File: src/hw/rtl/mavg_pkg.sv
package mavg_pkg;

    // window length register
    localparam int WIN_W = 7;
    typedef logic [WIN_W-1:0] win_t;
    localparam win_t WIN_RESET = 7'd8;

    // sample queue between front and back
    localparam int Q_DEPTH = 2;
    localparam int Q_PTR_W = 1;
    localparam int Q_CNT_W = 2;

endpackage

File: src/hw/rtl/mavg_sample_if.sv
interface mavg_sample_if #(
    parameter int SAMPLE_BITS = 16
);
    logic                          valid;
    logic                          ready;
    logic signed [SAMPLE_BITS-1:0] sample;

    modport source (output valid, output sample, input ready);
    modport sink   (input valid, input sample, output ready);
endinterface

File: src/hw/rtl/mavg_average_if.sv
interface mavg_average_if #(
    parameter int SAMPLE_BITS = 16
);
    logic                          valid;
    logic                          ready;
    logic signed [SAMPLE_BITS-1:0] average;

    modport source (output valid, output average, input ready);
    modport sink   (input valid, input average, output ready);
endinterface

File: src/hw/rtl/mavg_cfg_if.sv
interface mavg_cfg_if;
    logic               valid;
    logic               ready;
    mavg_pkg::win_t     window_length;

    modport source (output valid, output window_length, input ready);
    modport sink   (input valid, input window_length, output ready);
endinterface

File: src/hw/rtl/mavg_ram.sv
module mavg_ram #(
    parameter int WIDTH = 16,
    parameter int DEPTH = 64
) (
    input  logic                     clk,
    input  logic                     we,
    input  logic [$clog2(DEPTH)-1:0] waddr,
    input  logic [WIDTH-1:0]         wdata,
    input  logic                     re,
    input  logic [$clog2(DEPTH)-1:0] raddr,
    output logic [WIDTH-1:0]         rdata
);

    logic [WIDTH-1:0] mem [DEPTH];
    logic [WIDTH-1:0] rdata_reg;

    always_ff @(posedge clk)
    begin
        if (we)
        begin
            mem[waddr] <= wdata;
        end
        if (re)
        begin
            rdata_reg <= mem[raddr];
        end
    end

    assign rdata = rdata_reg;

endmodule

File: src/hw/rtl/mavg_front.sv
module mavg_front #(
    parameter int SAMPLE_BITS = 16
) (
    input  logic          clk,
    input  logic          rst_n,
    mavg_sample_if.sink   samples,
    mavg_sample_if.source queue
);

    logic signed [SAMPLE_BITS-1:0]      q_mem_reg [mavg_pkg::Q_DEPTH];
    logic [mavg_pkg::Q_PTR_W-1:0]       wr_ptr_reg, wr_ptr_next;
    logic [mavg_pkg::Q_PTR_W-1:0]       rd_ptr_reg, rd_ptr_next;
    logic [mavg_pkg::Q_CNT_W-1:0]       cnt_reg, cnt_next;
    logic                               push, pop;

    assign samples.ready = (cnt_reg != mavg_pkg::Q_CNT_W'(mavg_pkg::Q_DEPTH));
    assign queue.valid   = (cnt_reg != '0);
    assign queue.sample  = q_mem_reg[rd_ptr_reg];

    assign push = samples.valid & samples.ready;
    assign pop  = queue.valid & queue.ready;

    always_comb
    begin
        wr_ptr_next = wr_ptr_reg;
        rd_ptr_next = rd_ptr_reg;
        cnt_next    = cnt_reg;
        if (push)
        begin
            wr_ptr_next = (wr_ptr_reg == mavg_pkg::Q_PTR_W'(mavg_pkg::Q_DEPTH - 1))
                        ? '0 : wr_ptr_reg + 1'b1;
        end
        if (pop)
        begin
            rd_ptr_next = (rd_ptr_reg == mavg_pkg::Q_PTR_W'(mavg_pkg::Q_DEPTH - 1))
                        ? '0 : rd_ptr_reg + 1'b1;
        end
        if (push && !pop)
        begin
            cnt_next = cnt_reg + 1'b1;
        end
        else if (pop && !push)
        begin
            cnt_next = cnt_reg - 1'b1;
        end
    end

    always_ff @(posedge clk or negedge rst_n)
    begin
        if (!rst_n)
        begin
            wr_ptr_reg <= '0;
            rd_ptr_reg <= '0;
            cnt_reg    <= '0;
        end
        else
        begin
            wr_ptr_reg <= wr_ptr_next;
            rd_ptr_reg <= rd_ptr_next;
            cnt_reg    <= cnt_next;
        end
    end

    always_ff @(posedge clk)
    begin
        if (push)
        begin
            q_mem_reg[wr_ptr_reg] <= samples.sample;
        end
    end

    // occupancy tracks transfers on both sides; this check covers a push without a pop
    a_cnt_track: assert property (@(posedge clk) disable iff (!rst_n)
        (push && !pop) |=> (cnt_reg == $past(cnt_reg) + 1'b1))
        else $error("queue count did not follow a push");

endmodule

File: src/hw/rtl/mavg_div.sv
module mavg_div #(
    parameter int DIVIDEND_W = 22,
    parameter int DIVISOR_W  = 7,
    parameter int QUOT_W     = 16
) (
    input  logic                         clk,
    input  logic                         rst_n,
    input  logic                         start,
    input  logic signed [DIVIDEND_W-1:0] dividend,
    input  logic [DIVISOR_W-1:0]         divisor,
    output logic                         done,
    output logic signed [QUOT_W-1:0]     quotient
);

    localparam int CNT_W = $clog2(DIVIDEND_W + 1);

    logic                  busy_reg, busy_next;
    logic                  fin_reg, fin_next;
    logic                  done_reg, done_next;
    logic [CNT_W-1:0]      cnt_reg, cnt_next;
    logic                  neg_reg, neg_next;
    logic [DIVISOR_W-1:0]  rem_reg, rem_next;
    logic [DIVIDEND_W-1:0] q_reg, q_next;
    logic [QUOT_W-1:0]     quot_reg, quot_next;
    logic [DIVISOR_W:0]    rem_sh;
    logic                  fits;

    // shift in the next dividend bit, trial subtract
    assign rem_sh = {rem_reg, q_reg[DIVIDEND_W-1]};
    assign fits   = (rem_sh >= {1'b0, divisor});

    always_comb
    begin
        busy_next = busy_reg;
        fin_next  = 1'b0;
        done_next = 1'b0;
        cnt_next  = cnt_reg;
        neg_next  = neg_reg;
        rem_next  = rem_reg;
        q_next    = q_reg;
        quot_next = quot_reg;
        if (start)
        begin
            busy_next = 1'b1;
            cnt_next  = CNT_W'(DIVIDEND_W);
            neg_next  = dividend[DIVIDEND_W-1];
            rem_next  = '0;
            q_next    = dividend[DIVIDEND_W-1] ? DIVIDEND_W'(-dividend) : dividend;
        end
        else if (busy_reg)
        begin
            rem_next = fits ? DIVISOR_W'(rem_sh - {1'b0, divisor})
                            : rem_sh[DIVISOR_W-1:0];
            q_next   = {q_reg[DIVIDEND_W-2:0], fits};
            cnt_next = cnt_reg - 1'b1;
            if (cnt_reg == CNT_W'(1))
            begin
                busy_next = 1'b0;
                fin_next  = 1'b1;
            end
        end
        if (fin_reg)
        begin
            quot_next = neg_reg ? QUOT_W'(-q_reg) : QUOT_W'(q_reg);
            done_next = 1'b1;
        end
    end

    always_ff @(posedge clk or negedge rst_n)
    begin
        if (!rst_n)
        begin
            busy_reg <= 1'b0;
            fin_reg  <= 1'b0;
            done_reg <= 1'b0;
            cnt_reg  <= '0;
        end
        else
        begin
            busy_reg <= busy_next;
            fin_reg  <= fin_next;
            done_reg <= done_next;
            cnt_reg  <= cnt_next;
        end
    end

    always_ff @(posedge clk)
    begin
        neg_reg  <= neg_next;
        rem_reg  <= rem_next;
        q_reg    <= q_next;
        quot_reg <= quot_next;
    end

    assign done     = done_reg;
    assign quotient = quot_reg;

endmodule

File: src/hw/rtl/mavg_back.sv
module mavg_back #(
    parameter int SAMPLE_BITS = 16,
    parameter int MAX_WINDOW  = 64
) (
    input  logic           clk,
    input  logic           rst_n,
    input  mavg_pkg::win_t window_length,
    mavg_sample_if.sink    queue,
    mavg_average_if.source averages
);

    localparam int PTR_W = $clog2(MAX_WINDOW);
    localparam int FILL_W = $clog2(MAX_WINDOW + 1);
    localparam int EXT_W = FILL_W + 1;
    localparam int SUM_W = SAMPLE_BITS + $clog2(MAX_WINDOW);

    localparam logic [2:0] ST_IDLE  = 3'd0;
    localparam logic [2:0] ST_READ  = 3'd1;
    localparam logic [2:0] ST_START = 3'd2;
    localparam logic [2:0] ST_DIV   = 3'd3;
    localparam logic [2:0] ST_OUT   = 3'd4;

    logic [2:0]                    state_reg, state_next;
    logic [PTR_W-1:0]              wp_reg, wp_next;
    logic [FILL_W-1:0]             fill_reg, fill_next;
    logic signed [SUM_W-1:0]       sum_reg, sum_next;
    logic signed [SAMPLE_BITS-1:0] sample_reg, sample_next;
    logic                          avg_valid_reg, avg_valid_next;
    logic signed [SAMPLE_BITS-1:0] avg_reg, avg_next;

    logic [FILL_W-1:0]             eff_win;
    logic [EXT_W-1:0]              wp_ext, fill_ext, oldest_ext;
    logic [PTR_W-1:0]              oldest_idx;
    logic                          drop;
    logic                          pop;
    logic                          ram_we;
    logic [SAMPLE_BITS-1:0]        ram_rdata;
    logic                          div_start, div_done;
    logic signed [SAMPLE_BITS-1:0] div_quot;

    // zero counts as one, above the store depth saturates
    assign eff_win = (window_length == '0) ? FILL_W'(1)
                   : ((32'(window_length) > MAX_WINDOW) ? FILL_W'(MAX_WINDOW)
                                                         : FILL_W'(window_length));

    assign wp_ext     = EXT_W'(wp_reg);
    assign fill_ext   = {1'b0, fill_reg};
    assign oldest_ext = (wp_ext >= fill_ext) ? (wp_ext - fill_ext)
                      : (wp_ext + EXT_W'(MAX_WINDOW) - fill_ext);
    assign oldest_idx = oldest_ext[PTR_W-1:0];

    assign queue.ready = (state_reg == ST_IDLE);
    assign pop         = queue.valid & queue.ready;
    assign ram_we      = (state_reg == ST_READ);
    assign drop        = (fill_reg >= eff_win);
    assign div_start   = (state_reg == ST_START);

    assign averages.valid   = avg_valid_reg;
    assign averages.average = avg_reg;

    mavg_ram #(
        .WIDTH (SAMPLE_BITS),
        .DEPTH (MAX_WINDOW)
    ) u_store (
        .clk   (clk),
        .we    (ram_we),
        .waddr (wp_reg),
        .wdata (sample_reg),
        .re    (pop),
        .raddr (oldest_idx),
        .rdata (ram_rdata)
    );

    mavg_div #(
        .DIVIDEND_W (SUM_W),
        .DIVISOR_W  (FILL_W),
        .QUOT_W     (SAMPLE_BITS)
    ) u_div (
        .clk      (clk),
        .rst_n    (rst_n),
        .start    (div_start),
        .dividend (sum_reg),
        .divisor  (fill_reg),
        .done     (div_done),
        .quotient (div_quot)
    );

    always_comb
    begin
        state_next     = state_reg;
        wp_next        = wp_reg;
        fill_next      = fill_reg;
        sum_next       = sum_reg;
        sample_next    = sample_reg;
        avg_valid_next = avg_valid_reg;
        avg_next       = avg_reg;
        if (averages.valid && averages.ready)
        begin
            avg_valid_next = 1'b0;
        end
        case (state_reg)
            ST_IDLE:
            begin
                if (pop)
                begin
                    sample_next = queue.sample;
                    state_next  = ST_READ;
                end
            end
            ST_READ:
            begin
                // oldest sample has arrived from the store
                wp_next = (wp_reg == PTR_W'(MAX_WINDOW - 1)) ? '0 : wp_reg + 1'b1;
                if (drop)
                begin
                    sum_next = sum_reg + SUM_W'(sample_reg) - SUM_W'($signed(ram_rdata));
                end
                else
                begin
                    sum_next  = sum_reg + SUM_W'(sample_reg);
                    fill_next = fill_reg + 1'b1;
                end
                state_next = ST_START;
            end
            ST_START:
            begin
                state_next = ST_DIV;
            end
            ST_DIV:
            begin
                if (div_done)
                begin
                    state_next = ST_OUT;
                end
            end
            ST_OUT:
            begin
                if (!avg_valid_reg || averages.ready)
                begin
                    avg_valid_next = 1'b1;
                    avg_next       = div_quot;
                    state_next     = ST_IDLE;
                end
            end
            default:
            begin
                state_next = ST_IDLE;
            end
        endcase
    end

    always_ff @(posedge clk or negedge rst_n)
    begin
        if (!rst_n)
        begin
            state_reg     <= ST_IDLE;
            wp_reg        <= '0;
            fill_reg      <= '0;
            sum_reg       <= '0;
            avg_valid_reg <= 1'b0;
        end
        else
        begin
            state_reg     <= state_next;
            wp_reg        <= wp_next;
            fill_reg      <= fill_next;
            sum_reg       <= sum_next;
            avg_valid_reg <= avg_valid_next;
        end
    end

    always_ff @(posedge clk)
    begin
        sample_reg <= sample_next;
        avg_reg    <= avg_next;
    end

    a_fill_bound: assert property (@(posedge clk) disable iff (!rst_n)
        fill_reg <= FILL_W'(MAX_WINDOW))
        else $error("fill count beyond store depth");

    a_wp_bound: assert property (@(posedge clk) disable iff (!rst_n)
        wp_reg <= PTR_W'(MAX_WINDOW - 1))
        else $error("write pointer beyond store depth");

    a_read_to_start: assert property (@(posedge clk) disable iff (!rst_n)
        (state_reg == ST_READ) |=> (state_reg == ST_START))
        else $error("update did not start the divider");

    a_div_nonzero: assert property (@(posedge clk) disable iff (!rst_n)
        div_start |-> (fill_reg != '0))
        else $error("divide by zero count");

    a_done_in_div: assert property (@(posedge clk) disable iff (!rst_n)
        div_done |-> (state_reg == ST_DIV))
        else $error("divider finished outside the divide step");

endmodule

File: src/hw/rtl/moving_average_filter.sv
// Boxcar moving average. Each sample transfer on `samples` yields exactly one
// transfer on `averages`: the sum of the most recent samples divided by how
// many are held, truncated toward zero. `cfg` writes window_length (reset 8);
// 0 acts as 1 and values above MAX_WINDOW act as MAX_WINDOW. Write it only
// while the filter is idle. After a shrink one oldest sample leaves per item
// as the new one enters, so the held count stays where it was and the window
// does not narrow. Each item goes through the one-bit-per-cycle restoring
// divider in the back end; items are worked one at a time. A two-entry queue
// sits in front, and a registered output lets the next item start while a
// result waits. No clearing pass at reset.
module moving_average_filter #(
    parameter int MAX_WINDOW  = 64,
    parameter int SAMPLE_BITS = 16
) (
    input  logic           clk,
    input  logic           rst_n,
    mavg_cfg_if.sink       cfg,
    mavg_sample_if.sink    samples,
    mavg_average_if.source averages
);

    // window length register, always ready for a write transfer
    mavg_pkg::win_t win_reg;

    mavg_sample_if #(.SAMPLE_BITS(SAMPLE_BITS)) queue ();

    assign cfg.ready = 1'b1;

    always_ff @(posedge clk or negedge rst_n)
    begin
        if (!rst_n)
        begin
            win_reg <= mavg_pkg::WIN_RESET;
        end
        else if (cfg.valid)
        begin
            win_reg <= cfg.window_length;
        end
    end

    // front end: takes sample transfers into a short queue
    mavg_front #(
        .SAMPLE_BITS (SAMPLE_BITS)
    ) u_front (
        .clk     (clk),
        .rst_n   (rst_n),
        .samples (samples),
        .queue   (queue.source)
    );

    // back end: window store, running sum, divider, output register
    mavg_back #(
        .SAMPLE_BITS (SAMPLE_BITS),
        .MAX_WINDOW  (MAX_WINDOW)
    ) u_back (
        .clk           (clk),
        .rst_n         (rst_n),
        .window_length (win_reg),
        .queue         (queue.sink),
        .averages      (averages)
    );

endmodule
File: src/flat_wrapper.sv
// flat-port wrapper written by rule: the top's interface ports become plain ports
module moving_average_filter_flat 
#(
    parameter int MAX_WINDOW  = 64,
    parameter int SAMPLE_BITS = 16
)
  (clk, rst_n, cfg_valid, cfg_window_length, cfg_ready, samples_valid, samples_sample, samples_ready, averages_valid, averages_average, averages_ready);
  mavg_cfg_if cfg_i ();
  mavg_sample_if #(.SAMPLE_BITS(SAMPLE_BITS)) samples_i ();
  mavg_average_if #(.SAMPLE_BITS(SAMPLE_BITS)) averages_i ();
  input  logic clk;
  input  logic rst_n;
  input wire logic [$bits(cfg_i.valid)-1:0] cfg_valid;
  input wire logic [$bits(cfg_i.window_length)-1:0] cfg_window_length;
  output wire logic [$bits(cfg_i.ready)-1:0] cfg_ready;
  input wire logic [$bits(samples_i.valid)-1:0] samples_valid;
  input wire logic [$bits(samples_i.sample)-1:0] samples_sample;
  output wire logic [$bits(samples_i.ready)-1:0] samples_ready;
  output wire logic [$bits(averages_i.valid)-1:0] averages_valid;
  output wire logic [$bits(averages_i.average)-1:0] averages_average;
  input wire logic [$bits(averages_i.ready)-1:0] averages_ready;
  assign cfg_i.valid = cfg_valid;
  assign cfg_i.window_length = cfg_window_length;
  assign cfg_ready = cfg_i.ready;
  assign samples_i.valid = samples_valid;
  assign samples_i.sample = samples_sample;
  assign samples_ready = samples_i.ready;
  assign averages_valid = averages_i.valid;
  assign averages_average = averages_i.average;
  assign averages_i.ready = averages_ready;
  moving_average_filter #(.MAX_WINDOW(MAX_WINDOW), .SAMPLE_BITS(SAMPLE_BITS)) u_core (.clk(clk), .rst_n(rst_n), .cfg(cfg_i), .samples(samples_i), .averages(averages_i));
endmodule
File: config.mk
export PLATFORM = sky130hd
export DESIGN_NAME = moving_average_filter_flat
export DESIGN_NICKNAME = d
export VERILOG_FILES = /design/src/hw/rtl/mavg_pkg.sv /design/src/hw/rtl/mavg_sample_if.sv /design/src/hw/rtl/mavg_average_if.sv /design/src/hw/rtl/mavg_cfg_if.sv /design/src/hw/rtl/mavg_ram.sv /design/src/hw/rtl/mavg_front.sv /design/src/hw/rtl/mavg_div.sv /design/src/hw/rtl/mavg_back.sv /design/src/hw/rtl/moving_average_filter.sv /design/src/flat_wrapper.sv
export SDC_FILE = /design/constraint.sdc
export NUM_CORES = 1
export LEC_CHECK = 0
export ABC_AREA = 1
export BUFFER_PORTS_ARGS = -buffer_cell sky130_fd_sc_hd__buf_2
export CAP_MARGIN = 25
export CORE_MARGIN = 2
export CORE_UTILIZATION = 57
export DETAILED_ROUTE_END_ITERATION = 7
export PLACE_DENSITY_LB_ADDON = 0.3
export SETUP_SLACK_MARGIN = 0.02
export SLEW_MARGIN = 20
export SYNTH_ARGS = -nofsm -noshare
export SYNTH_HDL_FRONTEND = slang
export SYNTH_SLANG_ARGS = --single-unit
File: constraint.sdc
create_clock -name clk -period 4 [get_ports clk]
set_input_delay 0.2 -clock clk [delete_from_list [all_inputs] [get_ports clk]]
set_output_delay 0.2 -clock clk [all_outputs]
set_load 0.005 [all_outputs]
==> results.ini, run 1 <==
[outcome]
status=complete, no violations

[routing]
ant_nets=0
first_iter_violations=4175
wl_mm=132
drcViolationCount=0
routedWlPerCell_microns=24.0
drt_first_pass_iters=5
vias_per_cell=6.20
vias=34200

[cells_and_area]
final_common_cell=edfxtp_1
fin_nets=4339
syn_to_final_growth_pct=12.0
largest_register_ffs=1024
multi_input_area_sq_um=13500
drive_gt1_share_pct=9.43
final_cell_mix=edfxtp_1 (1,143), nor2_1 (689), o21ai_0 (540), nand2_1 (380), nand3_1 (304)
diodes=0
regArea_sq_um=35900
nFillCells=6359

[synthesis]
synth_flop_cell=edfxtp_1
synth_area_sq_um=51000
async_flop_share_pct=4.80
synth_warnings=0
synth-edff-count=1143
synth_cells=4138
ys_seq_area_share_pct=70.4
ys_types=55
syn_area_per_cell_sq_um=12.3
synth_nets=4238
ys_seq_elements=1208

[floorplan]
rows=109
die_w_microns=303
start_util_pct=57.6
die_area_sq_um=91900
io_pins=47
core_area_sq_um=88500
die_h_microns=303

[timing]
slew_headroom_pct=41.4
fin_tns_setup_ns=0
clock_skew_ns=0.0351
min_period_ns=3.63
timing.fmax_mhz=276
slew_violations=0
rsz0062_at_grt=no
hold_viol=0
setup_viol=0
period_share_pct=90.7
tightest_slew_ns=0.879

[critical_path]
crit_type=reg -> reg
cp.arrival_ns=4.19
crit_chain=inv_1, ha_4, inv_1, fa_4, inv_6, buf_4, o21ai_0, o221ai_1, nand3_1, nand3_1, nand3_1, nand2_2
max_stage_delay_ns=0.74
crit_family=buffers and inverters
crit_top_cell=nand3_1
slowest_stage=fa_4
start_kind=flip-flop
crit_path_max_fanout=42
required_ns=4.56
critPathBufInv=4
cp-end-kind=flip-flop

[place]
globalplace.congestion=0.895
portBuffers=45
hpwl_mm=75.8

[grt]
grt_max_degree=146
grt_pass1_vias=33200
antenna_found_initial=0
grt.total_usage_pct=28.7
grt_pass1_wl_mm=199
grt_remaining_overflow=0

[worst_hold_path]
hold_path.class=in -> async

[cts]
h-tree-depth=3
clkTransAtPathRegs_ns=0.07
cts_tree=built
cts.path.max_buffers=3
post_cts_buffers=0
cts_sinks=1208
root_buffer=clkbuf_16
insertion_delay_ns=0.71
cts-buffers-inserted=116

[run]
max_cap_viol_count=0

path summary, 6_finish.rpt:
| check | start | end | slack [ns] | cells past startpoint |
|---|---|---|---|---|
| max in group asynchronous | rst_n | u_core.u_back.sum_reg[15] | 2.88 | 3 |
| max reg2reg | u_core.u_back.wp_reg[0] | u_core.u_back.u_store.rdata[5] | 0.37 | 12 |
| max | u_core.u_back.wp_reg[0] | u_core.u_back.u_store.rdata[5] | 0.37 | 12 |
| min in group clk | samples_sample[2] | u_core.u_front.q_mem_reg[0][2] | 0.22 | 2 |
| min reg2reg | u_core.u_back.u_div.quotient[6] | u_core.u_back.averages.average[6] | 0.42 | 0 |
| min | rst_n | u_core.u_front.wr_ptr_reg | 0.12 | 2 |
synth_stat cells, types with 2 or more instances:
cell type | number | area [sq um]
edfxtp_1 | 1143 | 34300
nor2_1 | 690 | 2590
o21ai_0 | 540 | 2700
nand2_1 | 382 | 1430
nand3_1 | 304 | 1520
o221ai_1 | 261 | 2290
inv_1 | 164 | 616
clkbuf_1 | 142 | 533
buf_2 | 81 | 405
ha_1 | 68 | 851
dfrtp_1 | 57 | 1430
xor2_1 | 52 | 455
a21oi_1 | 47 | 235
o21ai_1 | 30 | 150
nor3_1 | 18 | 90.1
xnor2_1 | 18 | 158
nand4_1 | 17 | 106
buf_4 | 13 | 97.6
nand3_2 | 10 | 100
o211ai_1 | 9 | 67.6
nand2_2 | 8 | 50.1
dfxtp_1 | 7 | 140
nand3b_1 | 7 | 52.6
a21o_1 | 6 | 45.0
o21bai_1 | 6 | 45.0
and2_1 | 5 | 31.3
inv_2 | 5 | 18.8
or2_2 | 5 | 31.3
a22oi_1 | 4 | 30.0
fa_1 | 4 | 80.1
mux2_2 | 4 | 45.0
a211oi_1 | 2 | 15.0
a31oi_1 | 2 | 12.5
buf_1 | 2 | 7.51
nor3_2 | 2 | 20.0
nor4_1 | 2 | 12.5
o21a_1 | 2 | 15.0
xnor2_2 | 2 | 32.5
worst reg2reg max path, stage by stage (launching register included):
cell      delay, ns
dfrtp_1        0.45
inv_1          0.17
ha_4           0.18
inv_1          0.08
fa_4           0.74
inv_6          0.40
buf_4          0.33
o21ai_0        0.11
o221ai_1       0.22
nand3_1        0.11
nand3_1        0.18
nand3_1        0.33
nand2_2        0.17
stage by stage:
step | area, sq um | worst slack [ns] | hold slack, ns | util (%) | cells
floorplan | 51000 | 0.0453 | -0.0956 | - | 4138
global placement | 53000 | 0.511 | 0.300 | 59.9 | 5249
detailed placement | 53000 | 0.472 | 0.302 | 59.9 | 5249
CTS | 57100 | 0.455 | 0.112 | 64.5 | 5503
global route | 57100 | 0.0207 | 0.161 | 64.5 | 5504
finish | 57100 | 0.370 | 0.118 | 64.5 | 5504
layer usage:
metal  wire length [microns]  part of all wire, %  GRT usage, %
met5                       0                    0             0
met4                    5670                  4.3          12.9
met3                   10900                  8.2          4.68
met2                   62500                   47          45.4
met1                   53000                   40          39.7
final cells by class:
| cell class | count | area share, % |
|---|---|---|
| Clock buffer | 153 | 5.48 |
| Clock inverter | 65 | 1.04 |
| Inverter | 172 | 1.18 |
| Multi-Input combinational cell | 2518 | 23.6 |
| Sequential cell | 1208 | 62.9 |
| Tap cell | 1165 | 2.55 |
| Timing Repair Buffer | 223 | 3.32 |
cell families (layout without fill, tap and decap cells):
kind of cell               count (synthesis)  in the layout  share of synthesized area, %
and+or+nand+nor                         1453           1453                          11.9
DFF                                     1208           1208                          70.4
AOI/OAI and AO/OA                        914            914                          11.1
buffers and inverters                    412            613                          3.37
xor gates and xnor gates                  74             74                          1.35
adders and majority gates                 72             72                          1.82
muxes                                      4              4                        0.0883
other                                      1              1                       0.00735
what timing repair did:
action,4_1_cts,5_1_grt
endpoints found under the hold margin,72,0
setup endpoints to repair,0,1
resized for setup,0,1
hold buffers,36,0
Power of run 1 is not shown: default switching activity piles up to over one toggle a cycle in this logic, so the estimate is an artifact.
==> run 2: changes to the inputs <==
--- a/config.mk
+++ b/config.mk
@@ -11,7 +11,7 @@
 export CORE_MARGIN = 2
 export CORE_UTILIZATION = 57
 export DETAILED_ROUTE_END_ITERATION = 7
-export PLACE_DENSITY_LB_ADDON = 0.3
+export PLACE_DENSITY_LB_ADDON = 0.25
 export SETUP_SLACK_MARGIN = 0.02
 export SLEW_MARGIN = 20
 export SYNTH_ARGS = -nofsm -noshare
==> run 2 against run 1 <==
Effect of this change: register-to-register slack worse by 0.04 ns; critical path type unchanged; utilization is 0.42 points higher; first-iteration DRC count is 11% higher; via count is 0.96% higher; wire length is 2.1% higher; clock-buffer cell count is 10 lower; non-clock buffer count is 18 higher; hold slack worse by 0.090 ns; flip-flop and latch count stayed put; maximum frequency is 1.1% lower; cell count is 0.36% higher.
==> results.ini, run 2 (synthesized netlist as in run 1, its figures left out) <==
[timing]
slew_violations=0
clock_skew_ns=0.0345
timing.fmax_mhz=272
period_share_pct=91.8
rsz0062_at_grt=no
min_period_ns=3.67
slew_headroom_pct=32.8
tightest_slew_ns=1.01
fin_tns_setup_ns=0
hold_viol=0
setup_viol=0

[floorplan]
die_h_microns=303
core_area_sq_um=88500
die_w_microns=303
rows=109
die_area_sq_um=91900
start_util_pct=57.6
io_pins=47

[routing]
vias_per_cell=6.24
routedWlPerCell_microns=24.4
drt_first_pass_iters=7
ant_nets=0
vias=34500
first_iter_violations=4636
wl_mm=135
drcViolationCount=0

[cells_and_area]
finish.utilization_pct=65.0
fin_nets=4359
final_common_cell=edfxtp_1
diodes=0
nFillCells=6400
drive_gt1_share_pct=9.96
stdcell_count=5524
final_cell_mix=edfxtp_1 (1,143), nor2_1 (690), o21ai_0 (540), nand2_1 (381), nand3_1 (304)
largest_register_ffs=1024
syn_to_final_growth_pct=12.7

[cts]
cts_hold_buf=36
clkTransAtPathRegs_ns=0.06
cts_tree=built
insertion_delay_ns=0.72
cts-buffers-inserted=118
post_cts_resize_count=0
cts_sinks=1208
root_buffer=clkbuf_16
h-tree-depth=3
cts.path.max_buffers=3
post_cts_buffers=0

[grt]
grt_remaining_overflow=0
antenna_found_initial=0
grt_pass1_vias=33300
grt_pass1_wl_mm=203
grt_max_degree=134
grt.total_usage_pct=29.4

[critical_path]
required_ns=4.55
r2r-end=u_core.u_back.u_store.rdata[11]
crit_path_max_fanout=40
crit_type=reg -> reg
rr_startpoint=u_core.u_back.wp_reg[0]
cp.arrival_ns=4.22
cp-end-kind=flip-flop
worst-r2r-setup-slack_ns=0.33
start_kind=flip-flop
reg2reg_depth=13

[worst_hold_path]
hold_path.class=in -> async

[place]
hpwl_mm=77.0
portBuffers=45
place_inst=5266
globalplace.congestion=0.932

[outcome]
status=complete, no violations

[run]
max_cap_viol_count=0

[run 2: cell type report]
type                            instances  area, sq um  area share, %
Timing Repair Buffer                  241         2090           3.63
Inverter                              172          672           1.17
Clock buffer                          143         3160           5.50
Sequential cell                      1208        35900           62.5
Tap cell                             1165         1460           2.54
Multi-Input combinational cell       2518        13500           23.4
Clock inverter                         77          753           1.31
[run 2: stage by stage]
step | hold WS [ns] | cell area, sq um | setup slack, ns
floorplan | -0.0956 | 51000 | 0.0453
global placement | 0.389 | 53200 | 0.473
detailed placement | 0.395 | 53200 | 0.433
CTS | 0.178 | 57500 | 0.423
global route | 0.0811 | 57500 | 0.0487
finish | 0.0282 | 57500 | 0.329
[run 2: critical path, cell delays in order (launching register included)]
cell      delay, ns
dfrtp_1        0.45
inv_1          0.17
ha_4           0.19
inv_1          0.08
fa_4           0.75
inv_6          0.33
buf_12         0.26
buf_4          0.25
o21ai_0        0.11
o221ai_1       0.20
nand3_1        0.12
nand3_1        0.11
nand3_1        0.28
nand2_2        0.17
[run 2: worst max path at each step]
stage / from / to / slack, ns
2_1_floorplan: u_core.u_back.sample_reg[0] / u_core.u_back.sum_reg[21] / 0.05
3_3_place_gp: u_core.u_back.sample_reg[15] / u_core.u_back.sum_reg[21] / 0.47
3_5_place_dp: u_core.u_back.wp_reg[0] / u_core.u_back.u_store.rdata[11] / 0.43
4_1_cts: u_core.u_back.sample_reg[0] / u_core.u_back.sum_reg[21] / 0.42
5_1_grt: u_core.u_back.sample_reg[0] / u_core.u_back.sum_reg[21] / 0.05
6_report: u_core.u_back.wp_reg[0] / u_core.u_back.u_store.rdata[11] / 0.33
[run 2: routing by layer]
layer	global-route usage (%)	part of all wire (%)
met5	0	0
met4	11.4	3.5
met3	4.96	9.6
met2	46.0	47
met1	41.7	40
Power of run 2 is left out for the same reason.
